<file path="src/hw/rtl/wps_pkg.sv">
// Shared types, constants and command codes for the wheel pulse speedometer.
// Used by the channel interfaces, the controller, the datapath and the top level.
// No dependencies.
package wps_pkg;

    // Register reset values
    localparam logic [15:0] CIRC_RESET    = 16'd2100;
    localparam logic [31:0] TIMEOUT_RESET = 32'd1512000;

    // 3600 * 16 : mm/us to 1/16 km/h
    localparam logic [15:0] SPEED_SCALE = 16'd57600;

    localparam logic [11:0] SPEED_MAX = 12'hFFF;
    localparam logic [7:0]  AVG_MAX   = 8'hFF;
    localparam logic [31:0] COUNT_MAX = 32'hFFFF_FFFF;

    // Quotient bits produced by the divider for each division
    localparam int          ITER_W   = 4;
    localparam logic [ITER_W-1:0] SPD_ITER = 4'd12;
    localparam logic [ITER_W-1:0] AVG_ITER = 4'd8;

    // Configuration register indexes
    typedef enum logic {
        REG_CIRC    = 1'b0,
        REG_TIMEOUT = 1'b1
    } cfg_idx_t;

    // Datapath operations issued by the controller
    typedef enum logic [3:0] {
        OP_NONE,
        OP_CAPTURE,
        OP_EVAL,
        OP_SPD_LOAD,
        OP_DIV_STEP,
        OP_SPD_END,
        OP_AVG_LOAD,
        OP_AVG_END,
        OP_LOAD_OUT
    } dp_op_t;

    typedef struct packed {
        dp_op_t op;
    } dp_cmd_t;

    typedef struct packed {
        logic pulse;     // captured sample is a rising edge
        logic spd_over;  // speed quotient saturates
        logic avg_over;  // average quotient saturates or no pulses yet
        logic out_free;  // output register can take a result
    } dp_status_t;

endpackage

</file>
<file path="src/hw/rtl/wps_if.sv">
// Valid/ready channel interfaces: sample input, result output, configuration writes.
// Depends on wps_pkg.
interface wps_sample_if;
    logic        valid;
    logic        ready;
    logic        pin_level;
    logic [31:0] time_us;

    modport source (output valid, pin_level, time_us, input ready);
    modport sink   (input valid, pin_level, time_us, output ready);
endinterface

interface wps_result_if;
    logic        valid;
    logic        ready;
    logic [11:0] speed_q4;
    logic [7:0]  avg_speed_kmh;
    logic [47:0] distance_mm;
    logic        revolution;
    logic        stopped;

    modport source (output valid, speed_q4, avg_speed_kmh, distance_mm, revolution, stopped,
                    input ready);
    modport sink   (input valid, speed_q4, avg_speed_kmh, distance_mm, revolution, stopped,
                    output ready);
endinterface

interface wps_cfg_if;
    logic              valid;
    logic              ready;
    wps_pkg::cfg_idx_t index;
    logic [31:0]       data;

    modport source (output valid, index, data, input ready);
    modport sink   (input valid, index, data, output ready);
endinterface

</file>
<file path="src/hw/rtl/wps_ctrl.sv">
// Sequencing state machine for the wheel pulse speedometer.
// Depends on wps_pkg; drives wps_datapath through dp_cmd_t / dp_status_t.
module wps_ctrl (
    input  logic                clk,
    input  logic                rst_n,
    input  logic                in_valid,
    output logic                in_ready,
    input  wps_pkg::dp_status_t status,
    output wps_pkg::dp_cmd_t    cmd
);

    typedef enum logic [3:0] {
        ST_IDLE,
        ST_EVAL,
        ST_SPD_LOAD,
        ST_DIV_SPD,
        ST_SPD_END,
        ST_AVG_LOAD,
        ST_DIV_AVG,
        ST_AVG_END,
        ST_OUT
    } state_t;

    state_t                          state_reg, state_next;
    logic [wps_pkg::ITER_W-1:0]      iter_reg, iter_next;

    assign in_ready = (state_reg == ST_IDLE);

    // Next state, iteration count and datapath command
    always_comb
    begin
        state_next = state_reg;
        iter_next  = iter_reg;
        cmd.op     = wps_pkg::OP_NONE;
        case (state_reg)
            ST_IDLE:
            begin
                if (in_valid)
                begin
                    cmd.op     = wps_pkg::OP_CAPTURE;
                    state_next = ST_EVAL;
                end
            end
            ST_EVAL:
            begin
                cmd.op     = wps_pkg::OP_EVAL;
                state_next = status.pulse ? ST_SPD_LOAD : ST_OUT;
            end
            ST_SPD_LOAD:
            begin
                cmd.op = wps_pkg::OP_SPD_LOAD;
                if (status.spd_over)
                begin
                    state_next = ST_SPD_END;
                end
                else
                begin
                    iter_next  = wps_pkg::SPD_ITER;
                    state_next = ST_DIV_SPD;
                end
            end
            ST_DIV_SPD:
            begin
                cmd.op    = wps_pkg::OP_DIV_STEP;
                iter_next = iter_reg - 1'b1;
                if (iter_reg == 1)
                begin
                    state_next = ST_SPD_END;
                end
            end
            ST_SPD_END:
            begin
                cmd.op     = wps_pkg::OP_SPD_END;
                state_next = ST_AVG_LOAD;
            end
            ST_AVG_LOAD:
            begin
                cmd.op = wps_pkg::OP_AVG_LOAD;
                if (status.avg_over)
                begin
                    state_next = ST_AVG_END;
                end
                else
                begin
                    iter_next  = wps_pkg::AVG_ITER;
                    state_next = ST_DIV_AVG;
                end
            end
            ST_DIV_AVG:
            begin
                cmd.op    = wps_pkg::OP_DIV_STEP;
                iter_next = iter_reg - 1'b1;
                if (iter_reg == 1)
                begin
                    state_next = ST_AVG_END;
                end
            end
            ST_AVG_END:
            begin
                cmd.op     = wps_pkg::OP_AVG_END;
                state_next = ST_OUT;
            end
            ST_OUT:
            begin
                if (status.out_free)
                begin
                    cmd.op     = wps_pkg::OP_LOAD_OUT;
                    state_next = ST_IDLE;
                end
            end
            default:
            begin
                state_next = ST_IDLE;
            end
        endcase
    end

    // Hold state and iteration count
    always_ff @(posedge clk or negedge rst_n)
    begin
        if (!rst_n)
        begin
            state_reg <= ST_IDLE;
            iter_reg  <= '0;
        end
        else
        begin
            state_reg <= state_next;
            iter_reg  <= iter_next;
        end
    end

`ifndef ASSERT_OFF
    // An accepted request is evaluated in the next cycle
    assert property (@(posedge clk) disable iff (!rst_n)
        (in_valid && in_ready) |=> (state_reg == ST_EVAL))
        else $error("accepted request not evaluated");

    // The divider never runs with an exhausted count
    assert property (@(posedge clk) disable iff (!rst_n)
        (state_reg == ST_DIV_SPD || state_reg == ST_DIV_AVG) |-> (iter_reg != 0))
        else $error("divider step with zero iteration count");

    // Loading the output register frees the input again
    assert property (@(posedge clk) disable iff (!rst_n)
        (cmd.op == wps_pkg::OP_LOAD_OUT) |=> (state_reg == ST_IDLE))
        else $error("no return to idle after result load");
`endif

endmodule

</file>
<file path="src/hw/rtl/wps_datapath.sv">
// Datapath: sample capture, pulse state, 16x16 multiplier, shared restoring divider,
// configuration registers and the result output register. Depends on wps_pkg.
module wps_datapath (
    input  logic                clk,
    input  logic                rst_n,
    input  wps_pkg::dp_cmd_t    cmd,
    output wps_pkg::dp_status_t status,
    // sample payload
    input  logic                pin_level,
    input  logic [31:0]         time_us,
    // configuration writes
    input  logic                cfg_valid,
    input  wps_pkg::cfg_idx_t   cfg_index,
    input  logic [31:0]         cfg_data,
    // result channel
    output logic                out_valid,
    input  logic                out_ready,
    output logic [11:0]         speed_q4,
    output logic [7:0]          avg_speed_kmh,
    output logic [47:0]         distance_mm,
    output logic                revolution,
    output logic                stopped
);

    // Architectural state and configuration (reset)
    logic        lvl_high_reg, lvl_high_next;
    logic [31:0] last_reg, last_next;
    logic [11:0] speed_reg, speed_next;
    logic [47:0] sum_reg, sum_next;
    logic [31:0] count_reg, count_next;
    logic [47:0] dist_reg, dist_next;
    logic [7:0]  avg_reg, avg_next;
    logic [15:0] circ_reg, circ_next;
    logic [31:0] timeout_reg, timeout_next;
    logic        out_valid_reg, out_valid_next;

    // Working and payload registers (no reset)
    logic        smp_level_reg, smp_level_next;
    logic [31:0] smp_time_reg, smp_time_next;
    logic [31:0] prod_reg, prod_next;
    logic [31:0] elapsed_reg, elapsed_next;
    logic [31:0] rem_reg, rem_next;
    logic [11:0] quo_reg, quo_next;
    logic [31:0] div_reg, div_next;
    logic        rev_reg, rev_next;
    logic        stop_reg, stop_next;
    logic [11:0] out_speed_reg, out_speed_next;
    logic [7:0]  out_avg_reg, out_avg_next;
    logic [47:0] out_dist_reg, out_dist_next;
    logic        out_rev_reg, out_rev_next;
    logic        out_stop_reg, out_stop_next;

    logic [31:0] since_pulse;
    logic [33:0] div_diff;

    // Status towards the controller
    assign status.pulse    = smp_level_reg && !lvl_high_reg;
    assign status.spd_over = {12'd0, prod_reg} >= {elapsed_reg, 12'd0};
    assign status.avg_over = (count_reg == '0) ||
                             (sum_reg[47:4] >= {4'd0, count_reg, 8'd0});
    assign status.out_free = !out_valid_reg || out_ready;

    assign since_pulse = smp_time_reg - last_reg;
    // Trial subtract of one restoring division step
    assign div_diff    = {1'b0, rem_reg, quo_reg[11]} - {2'd0, div_reg};

    always_comb
    begin
        lvl_high_next  = lvl_high_reg;
        last_next      = last_reg;
        speed_next     = speed_reg;
        sum_next       = sum_reg;
        count_next     = count_reg;
        dist_next      = dist_reg;
        avg_next       = avg_reg;
        circ_next      = circ_reg;
        timeout_next   = timeout_reg;
        out_valid_next = out_valid_reg && !out_ready;
        smp_level_next = smp_level_reg;
        smp_time_next  = smp_time_reg;
        prod_next      = prod_reg;
        elapsed_next   = elapsed_reg;
        rem_next       = rem_reg;
        quo_next       = quo_reg;
        div_next       = div_reg;
        rev_next       = rev_reg;
        stop_next      = stop_reg;
        out_speed_next = out_speed_reg;
        out_avg_next   = out_avg_reg;
        out_dist_next  = out_dist_reg;
        out_rev_next   = out_rev_reg;
        out_stop_next  = out_stop_reg;

        // Register writes
        if (cfg_valid)
        begin
            case (cfg_index)
                wps_pkg::REG_CIRC:    circ_next    = cfg_data[15:0];
                wps_pkg::REG_TIMEOUT: timeout_next = cfg_data;
                default:              circ_next    = circ_reg;
            endcase
        end

        case (cmd.op)
            wps_pkg::OP_CAPTURE:
            begin
                smp_level_next = pin_level;
                smp_time_next  = time_us;
            end
            wps_pkg::OP_EVAL:
            begin
                if (status.pulse)
                begin
                    // Rising edge: register product and period, advance distance
                    prod_next     = 32'(circ_reg) * 32'(wps_pkg::SPEED_SCALE);
                    elapsed_next  = since_pulse;
                    dist_next     = dist_reg + {32'd0, circ_reg};
                    last_next     = smp_time_reg;
                    lvl_high_next = 1'b1;
                    rev_next      = 1'b1;
                    stop_next     = 1'b0;
                end
                else
                begin
                    if (!smp_level_reg)
                    begin
                        lvl_high_next = 1'b0;
                    end
                    rev_next  = 1'b0;
                    stop_next = since_pulse > timeout_reg;
                    if (since_pulse > timeout_reg)
                    begin
                        speed_next = '0;
                    end
                end
            end
            wps_pkg::OP_SPD_LOAD:
            begin
                if (status.spd_over)
                begin
                    quo_next = wps_pkg::SPEED_MAX;
                end
                else
                begin
                    rem_next = {12'd0, prod_reg[31:12]};
                    quo_next = prod_reg[11:0];
                    div_next = elapsed_reg;
                end
            end
            wps_pkg::OP_DIV_STEP:
            begin
                if (!div_diff[33])
                begin
                    rem_next = div_diff[31:0];
                    quo_next = {quo_reg[10:0], 1'b1};
                end
                else
                begin
                    rem_next = {rem_reg[30:0], quo_reg[11]};
                    quo_next = {quo_reg[10:0], 1'b0};
                end
            end
            wps_pkg::OP_SPD_END:
            begin
                speed_next = quo_reg;
                // Hold the running average once the count is full
                if (count_reg != wps_pkg::COUNT_MAX)
                begin
                    sum_next   = sum_reg + {36'd0, quo_reg};
                    count_next = count_reg + 32'd1;
                end
            end
            wps_pkg::OP_AVG_LOAD:
            begin
                if (status.avg_over)
                begin
                    quo_next = (count_reg == '0) ? 12'd0 : {4'd0, wps_pkg::AVG_MAX};
                end
                else
                begin
                    rem_next = sum_reg[43:12];
                    quo_next = {sum_reg[11:4], 4'd0};
                    div_next = count_reg;
                end
            end
            wps_pkg::OP_AVG_END:
            begin
                avg_next = quo_reg[7:0];
            end
            wps_pkg::OP_LOAD_OUT:
            begin
                out_valid_next = 1'b1;
                out_speed_next = speed_reg;
                out_avg_next   = avg_reg;
                out_dist_next  = dist_reg;
                out_rev_next   = rev_reg;
                out_stop_next  = stop_reg;
            end
            default:
            begin
                smp_level_next = smp_level_reg;
            end
        endcase
    end

    // Hold architectural state, configuration and output valid
    always_ff @(posedge clk or negedge rst_n)
    begin
        if (!rst_n)
        begin
            lvl_high_reg  <= 1'b0;
            last_reg      <= '0;
            speed_reg     <= '0;
            sum_reg       <= '0;
            count_reg     <= '0;
            dist_reg      <= '0;
            avg_reg       <= '0;
            circ_reg      <= wps_pkg::CIRC_RESET;
            timeout_reg   <= wps_pkg::TIMEOUT_RESET;
            out_valid_reg <= 1'b0;
        end
        else
        begin
            lvl_high_reg  <= lvl_high_next;
            last_reg      <= last_next;
            speed_reg     <= speed_next;
            sum_reg       <= sum_next;
            count_reg     <= count_next;
            dist_reg      <= dist_next;
            avg_reg       <= avg_next;
            circ_reg      <= circ_next;
            timeout_reg   <= timeout_next;
            out_valid_reg <= out_valid_next;
        end
    end

    // Working and payload registers
    always_ff @(posedge clk)
    begin
        smp_level_reg <= smp_level_next;
        smp_time_reg  <= smp_time_next;
        prod_reg      <= prod_next;
        elapsed_reg   <= elapsed_next;
        rem_reg       <= rem_next;
        quo_reg       <= quo_next;
        div_reg       <= div_next;
        rev_reg       <= rev_next;
        stop_reg      <= stop_next;
        out_speed_reg <= out_speed_next;
        out_avg_reg   <= out_avg_next;
        out_dist_reg  <= out_dist_next;
        out_rev_reg   <= out_rev_next;
        out_stop_reg  <= out_stop_next;
    end

    assign out_valid     = out_valid_reg;
    assign speed_q4      = out_speed_reg;
    assign avg_speed_kmh = out_avg_reg;
    assign distance_mm   = out_dist_reg;
    assign revolution    = out_rev_reg;
    assign stopped       = out_stop_reg;

`ifndef ASSERT_OFF
    // A stopped result always reports zero speed
    assert property (@(posedge clk) disable iff (!rst_n)
        (out_valid_reg && out_stop_reg) |-> (out_speed_reg == '0))
        else $error("stopped result with nonzero speed");

    // A pulse sample never reports stopped
    assert property (@(posedge clk) disable iff (!rst_n)
        out_valid_reg |-> !(out_rev_reg && out_stop_reg))
        else $error("revolution and stopped both set");

    // After a pulse is booked the count is never zero
    assert property (@(posedge clk) disable iff (!rst_n)
        (cmd.op == wps_pkg::OP_SPD_END) |=> (count_reg != '0))
        else $error("pulse count zero after pulse");
`endif

endmodule

</file>
<file path="src/hw/rtl/wheel_pulse_speedometer_unit.sv">
// Sequence: a sample without a rising edge passes the capture, evaluation and output states;
// a rising-edge sample also runs the speed division (12 divider steps) and the average division
// (8 steps), each skipped when the quotient saturates, on the one-bit-per-cycle shared divider.
// Samples are handled one at a time; a finished result waits in the output register until taken.
// Reset: clears all measurement state, loads the register defaults; no clearing pass.
// Top level of the wheel pulse speedometer; depends on wps_pkg, wps_if, wps_ctrl, wps_datapath.
module wheel_pulse_speedometer_unit (
    input  logic         clk,
    input  logic         rst_n,
    wps_cfg_if.sink      cfg,
    wps_sample_if.sink   sample,
    wps_result_if.source result
);

    wps_pkg::dp_cmd_t    cmd;
    wps_pkg::dp_status_t status;
    logic                in_ready;

    // Registers accept a write in every cycle
    assign cfg.ready    = 1'b1;
    assign sample.ready = in_ready;

    wps_ctrl u_ctrl (
        .clk      (clk),
        .rst_n    (rst_n),
        .in_valid (sample.valid),
        .in_ready (in_ready),
        .status   (status),
        .cmd      (cmd)
    );

    wps_datapath u_datapath (
        .clk           (clk),
        .rst_n         (rst_n),
        .cmd           (cmd),
        .status        (status),
        .pin_level     (sample.pin_level),
        .time_us       (sample.time_us),
        .cfg_valid     (cfg.valid),
        .cfg_index     (cfg.index),
        .cfg_data      (cfg.data),
        .out_valid     (result.valid),
        .out_ready     (result.ready),
        .speed_q4      (result.speed_q4),
        .avg_speed_kmh (result.avg_speed_kmh),
        .distance_mm   (result.distance_mm),
        .revolution    (result.revolution),
        .stopped       (result.stopped)
    );

endmodule
</file>
<file path="src/flat_wrapper.sv">
// flat-port wrapper written by rule: the top's interface ports become plain ports
module wheel_pulse_speedometer_unit_flat 
  (clk, rst_n, cfg_valid, cfg_index, cfg_data, cfg_ready, sample_valid, sample_pin_level, sample_time_us, sample_ready, result_valid, result_speed_q4, result_avg_speed_kmh, result_distance_mm, result_revolution, result_stopped, result_ready);
  wps_cfg_if cfg_i ();
  wps_sample_if sample_i ();
  wps_result_if result_i ();
  input  logic clk;
  input  logic rst_n;
  input wire logic [$bits(cfg_i.valid)-1:0] cfg_valid;
  input wire logic [$bits(cfg_i.index)-1:0] cfg_index;
  input wire logic [$bits(cfg_i.data)-1:0] cfg_data;
  output wire logic [$bits(cfg_i.ready)-1:0] cfg_ready;
  input wire logic [$bits(sample_i.valid)-1:0] sample_valid;
  input wire logic [$bits(sample_i.pin_level)-1:0] sample_pin_level;
  input wire logic [$bits(sample_i.time_us)-1:0] sample_time_us;
  output wire logic [$bits(sample_i.ready)-1:0] sample_ready;
  output wire logic [$bits(result_i.valid)-1:0] result_valid;
  output wire logic [$bits(result_i.speed_q4)-1:0] result_speed_q4;
  output wire logic [$bits(result_i.avg_speed_kmh)-1:0] result_avg_speed_kmh;
  output wire logic [$bits(result_i.distance_mm)-1:0] result_distance_mm;
  output wire logic [$bits(result_i.revolution)-1:0] result_revolution;
  output wire logic [$bits(result_i.stopped)-1:0] result_stopped;
  input wire logic [$bits(result_i.ready)-1:0] result_ready;
  assign cfg_i.valid = cfg_valid;
  assign cfg_i.index = cfg_index;
  assign cfg_i.data = cfg_data;
  assign cfg_ready = cfg_i.ready;
  assign sample_i.valid = sample_valid;
  assign sample_i.pin_level = sample_pin_level;
  assign sample_i.time_us = sample_time_us;
  assign sample_ready = sample_i.ready;
  assign result_valid = result_i.valid;
  assign result_speed_q4 = result_i.speed_q4;
  assign result_avg_speed_kmh = result_i.avg_speed_kmh;
  assign result_distance_mm = result_i.distance_mm;
  assign result_revolution = result_i.revolution;
  assign result_stopped = result_i.stopped;
  assign result_i.ready = result_ready;
  wheel_pulse_speedometer_unit u_core (.clk(clk), .rst_n(rst_n), .cfg(cfg_i), .sample(sample_i), .result(result_i));
endmodule
</file>
<file path="config.mk">
export PLATFORM = sky130hd
export DESIGN_NAME = wheel_pulse_speedometer_unit_flat
export DESIGN_NICKNAME = d
export VERILOG_FILES = /design/src/hw/rtl/wps_pkg.sv /design/src/hw/rtl/wps_if.sv /design/src/hw/rtl/wps_ctrl.sv /design/src/hw/rtl/wps_datapath.sv /design/src/hw/rtl/wheel_pulse_speedometer_unit.sv /design/src/flat_wrapper.sv
export SDC_FILE = /design/constraint.sdc
export NUM_CORES = 1
export LEC_CHECK = 0
export ABC_AREA = 1
export BUFFER_PORTS_ARGS = -buffer_cell sky130_fd_sc_hd__buf_2
export CORE_ASPECT_RATIO = 0.5
export CORE_MARGIN = 5
export CORE_UTILIZATION = 65
export CTS_BUF_LIST = sky130_fd_sc_hd__clkbuf_4
export CTS_CLUSTER_DIAMETER = 50
export DETAILED_ROUTE_END_ITERATION = 10
export HOLD_SLACK_MARGIN = 0.08
export PLACE_DENSITY = 0.83
export SYNTH_ARGS = -nofsm -noshare
export SYNTH_HDL_FRONTEND = slang
export SYNTH_HIERARCHICAL = 1
export SYNTH_SLANG_ARGS = --single-unit
export TNS_END_PERCENT = 30
</file>
<file path="constraint.sdc">
create_clock -name clk -period 10.5 [get_ports clk]
set_input_delay 1.05 -clock clk [delete_from_list [all_inputs] [get_ports clk]]
set_output_delay 1.05 -clock clk [all_outputs]
set_load 0.02 [all_outputs]
</file>
## Yosys cells after proc, flatten, opt, wreduce, memory -nomap -nowiden

Cells that the tools add are included.
Widths: inputs -> output; s select.

- Word-level logic and storage cells: 123
- Input bits: 71
- Bits in registers: 475

- Equality and inequality tests: 29
- $mul: 1
- Add/subtract/negate cells: 6
- Bitwise operators: 1
- Magnitude comparators: 3
- Reduce and logical (&&, ||, !) cells: 24
- Muxes and demuxes: 33

Operators by type and width:

| cell | number |
|---|---|
| $mux 32 | 5 |
| $pmux 32 s3 | 1 |
| $pmux 32 s2 | 1 |
| $add 48x12->48 | 1 |
| $add 48x16->48 | 1 |
| $mux 12 | 4 |
| $ge 32x44->1 | 1 |
| $ge 44x40->1 | 1 |
| $pmux 12 s3 | 1 |
| $pmux 4 s9 | 1 |
| $sub 33x32->34 | 1 |
| $add 32x1->32 const B | 1 |
| $eq 4x3->1 const B | 8 |
| $gt 32x32->1 | 1 |
| $logic_not 32->1 | 1 |
| $mux 4 | 8 |
| $ne 32x32->1 const B | 1 |
| $pmux 4 s8 | 1 |
| $sub 32x32->32 | 1 |
| $mul 16x8->24 const B | 1 |
| $pmux 12 s2 | 1 |
| $ne 2x2->1 const B | 9 |
| $eq 4x2->1 const B | 4 |
| $eq 4x1->1 const B | 3 |
| other kinds (18) | 39 |

## Depth between registers and ports, before layout

- Word-level depth: 7
- Depth in mapped cells: 23
- Mapped depth without buffers: 22

## Modules after synthesis

Netlist, hierarchy kept.

Modules (own cells, without submodules):

| module | cells each | times used | area an instance (µm²) | seq. area each (µm²) |
|---|---|---|---|---|
| wps_datapath | 3849 | 1 | 30397.9 | 12886.1 |
| wps_ctrl | 96 | 1 | 611.8 | 200.2 |
| wheel_pulse_speedometer_unit | 2 | 1 | 11.3 | 0.0 |

## Worst setup path before layout

No wires, ideal clock.

- Path kind: input port to flip-flop
- Start point: input port result_ready
- End point: register u_core.u_datapath.out_avg_reg[0], in the netlist u_core/u_datapath/avg_speed_kmh[0] (enable)
- Data required time: 9916 ps
- Cell stages on the path: 6
- Path buffers: 0
- Data arrival time: 6647 ps
- Setup time: 584 ps
- Setup slack: 3269 ps
- Path through: inv_1 -> nand2_1 -> inv_1 -> nor4_1 -> inv_1 -> nor3_1

RTL lines:

| what | RTL line | source |
|---|---|---|
| from (decl) | flat_wrapper.sv:23 | `input wire logic [$bits(result_i.ready)-1:0] result_ready;` |
| to (signal assigned) | wps_datapath.sv:250 | `out_avg_reg <= out_avg_next;` |
| to (decl) | wps_datapath.sv:48 | `logic [7:0] out_avg_reg, out_avg_next;` |

==> flow_metrics.py <==
metrics = {
    "run_status": {
        "status": "completed",
    },
    "timing": {
        "setup_viol": 0,
        "period_share_pct": 41.3,
        "worst_pin_slew_ps": 1170,
        "whs_ps": 188,
        "fmax_ghz": 0.231,
        "skew_ps": 43.6,
        "rsz0062_at_grt": "no",
        "hold_viol": 0,
        "finalMaxSlewViolations": 0,
        "tns_ps": 0,
        "relSlewSlack_pct": 22.2,
        "fin_crit_ps": 4340,
    },
    "critical_path": {
        "r2r-end": "u_core/u_datapath/sum_reg[31]$_DFFE_PN0P_",
        "end_kind": "flip-flop",
        "r2r_cells": 13,
        "arrival_ps": 5050,
        "crit_start": "u_core/u_ctrl/state_reg[1]$_DFFE_PN0P_",
        "endpoint": "u_core/u_datapath/sum_reg[31]$_DFFE_PN0P_",
        "crit_type": "flip-flop to flip-flop",
        "r2r-start": "u_core/u_ctrl/state_reg[1]$_DFFE_PN0P_",
        "path_max_fanout": 74,
        "worstSetupStartpointType": "flip-flop",
        "crit_required_ps": 11220,
        "rrSetupSlack_ps": 6160,
    },
    "synthesis": {
        "synthTopCellsByCount": "nand2_1 (1157), inv_1 (610), nor2_1 (308)",
        "synth_top_area_share_pct": 22.9,
        "syn_nets": 4286,
        "synthArstFlopShare_pct": 50.1,
        "netlist_area_um2": 31000,
        "synth-edff-count": 237,
        "yosys-top-cells-area": "edfxtp_1 (23%), dfrtp_1 (18%), nand2_1 (14%)",
        "yosysTopAreaCell": "edfxtp_1",
        "syn_avg_cell_area_um2": 7.86,
        "seq_area_frac_synth_pct": 42.2,
        "syn_inst": 3947,
        "synth_cell_types": 48,
        "synth_ff_type": "edfxtp_1",
        "ys_seq_elements": 475,
        "yosys_warnings": 6,
        "yosysMostFrequentCell": "nand2_1",
    },
    "clock_network": {
        "ctsResizeCount": 0,
        "cts_buffer_depth": 3,
        "cts_setup_buffers": 0,
        "cts_tree": "yes",
        "cts_hold_buf": 0,
        "cts_made_buffers": 103,
        "ctsRootBufferMaster": "clkbuf_4",
        "insertion_delay_ps": 860,
        "cts.sinks": 475,
        "htreeDepth": 3,
        "path_clk_slew_ps": 90,
    },
    "pwr": {
        "power_density_nw_per_um2": 310,
        "p_leak_nw": 16.9,
        "ir_drop_mv": 0.175,
    },
    "detailed_routing": {
        "via_per_inst": 5.72,
        "dr.pass1.iters": 9,
        "drt_iter0_markers": 3039,
        "ant_nets": 0,
        "routed_wl_mm": 87.4,
        "vias": 27877,
        "wire_per_inst_um": 17.9,
        "route.detailed.drc": 0,
    },
    "cells_and_area": {
        "fin_util_pct": 72.0,
        "post_layout_nonfiller_instances": 4873,
        "area_growth_syn_to_layout_pct": 9.17,
        "nNetsFinal": 4487,
        "drive_gt1_share_pct": 9.12,
    },
    "floorplan": {
        "io_pins": 144,
        "die_w_um": 319,
        "die_area_um2": 52500,
        "die_h_um": 164,
        "fp.coreArea_um2": 47000,
        "initial_core_util_pct": 66.0,
        "placementRows": 56,
    },
    "job": {
        "cap_violations": 0,
    },
    "global_routing": {
        "grt_pass1_wl_mm": 138,
        "grt_pass1_vias": 26248,
        "overflow": 0,
        "antenna_found_initial": 3,
        "grt_max_degree": 162,
        "grt_usage_pct": 33.0,
    },
    "placed_design": {
        "hpwlAfterDp_mm": 67.0,
        "gp_congestion": 0.987,
        "dp_cells": 4681,
        "numPortBuffers": 142,
    },
    "min_path": {
        "hp-class": "primary input to asynchronous set/reset pin",
    },
}
[logic make-up after synthesis]
family,Yosys count,synth area share (%)
simple gates,1925,25.9
buf+inv,685,8.43
flops,475,42.2
compound gates,442,7.70
fa+ha+maj,268,11.5
xor+xnor,144,4.07
mux,7,0.254
other cells,1,0.0121
[critical path, cell delays in order (launching register included)]
cell	delay, ps
dfrtp_1	430
nand2_1	120
o21ai_0	440
inv_1	150
nor2_4	230
inv_2	90
nor3_4	510
inv_2	270
a21oi_4	160
buf_4	620
inv_2	500
nor2_1	360
nand2_1	130
xor2_1	160
[worst min path at each step]
stage	start	endpoint	slack, ps
3_5_place_dp	u_core/u_datapath/stop_reg$_SDFFCE_PP0P_	u_core/u_datapath/stopped$_DFFE_PP_	420
3_3_place_gp	u_core/u_datapath/stop_reg$_SDFFCE_PP0P_	u_core/u_datapath/stopped$_DFFE_PP_	400
4_1_cts	rst_n	u_core/u_datapath/sum_reg[8]$_DFFE_PN0P_	150
2_1_floorplan	u_core/u_datapath/rev_reg$_DFFE_PP_	u_core/u_datapath/revolution$_DFFE_PP_	400
6_report	rst_n	u_core/u_datapath/sum_reg[44]$_DFFE_PN0P_	190
5_1_grt	rst_n	u_core/u_datapath/sum_reg[0]$_DFFE_PN0P_	210
[power by group]
group	switching (mW)	total (mW)	internal (mW)
logic	3.91	5.79	1.88
registers	0.417	3.18	2.76
clock network	0.762	1.54	0.776
total	5.09	10.5	5.42
[layout make-up]
class	instances	area, um^2
flip-flops and latches	475	13100
repair buffers	159	861
well taps	638	798
clock inverters	30	216
diodes	1	2.50
inverters	622	2330
clock buffers	161	1210
fillers	3700	13100
multi-input cells	2787	15400
[layer usage]
| metal | vias up | routed length (um) | track usage (%) |
|---|---|---|---|
| met5 | - | 21 | 0 |
| met4 | 4 | 2470 | 9.23 |
| met3 | 210 | 8720 | 6.69 |
| met2 | 1350 | 38800 | 52.7 |
| met1 | 13051 | 37400 | 46.6 |
| li1 | 13262 | - | - |
[per-stage QoR]
step	instance area, um^2	setup WS, ps	total power [mW]
after floorplan	31000	3270	7.17
after global placement	32400	6120	8.62
after detailed placement	32400	5990	8.81
after CTS	33900	6240	10.4
after global routing	33900	5800	11.4
final	33900	6160	10.5
[layout by cell type (no fill, tap or decap), types with 4 or more instances in the layout]
cell and count:
inv_2 7, clkinv_1 21, a32o_1 4, nor3b_1 7
dfstp_2 11, a21o_1 8, dfrtp_1 227, nand3b_1 8
buf_2 141, a31oi_1 8, edfxtp_1 237, nor2_1 304
fa_1 28, o21a_1 9, a21boi_0 5, nor3_1 67
nand3_1 243, nor2_2 8, ha_1 240, clkbuf_4 161
o21bai_1 25, clkinv_2 8, buf_4 16, a21oi_1 150
nor4_1 12, nand2_2 5, o21ai_0 223, or2_2 6
mux2_2 7, inv_1 610, xnor2_1 48, xor2_1 96
nand4_1 98, nand2_1 1155
(Power assumes the default switching activity.)
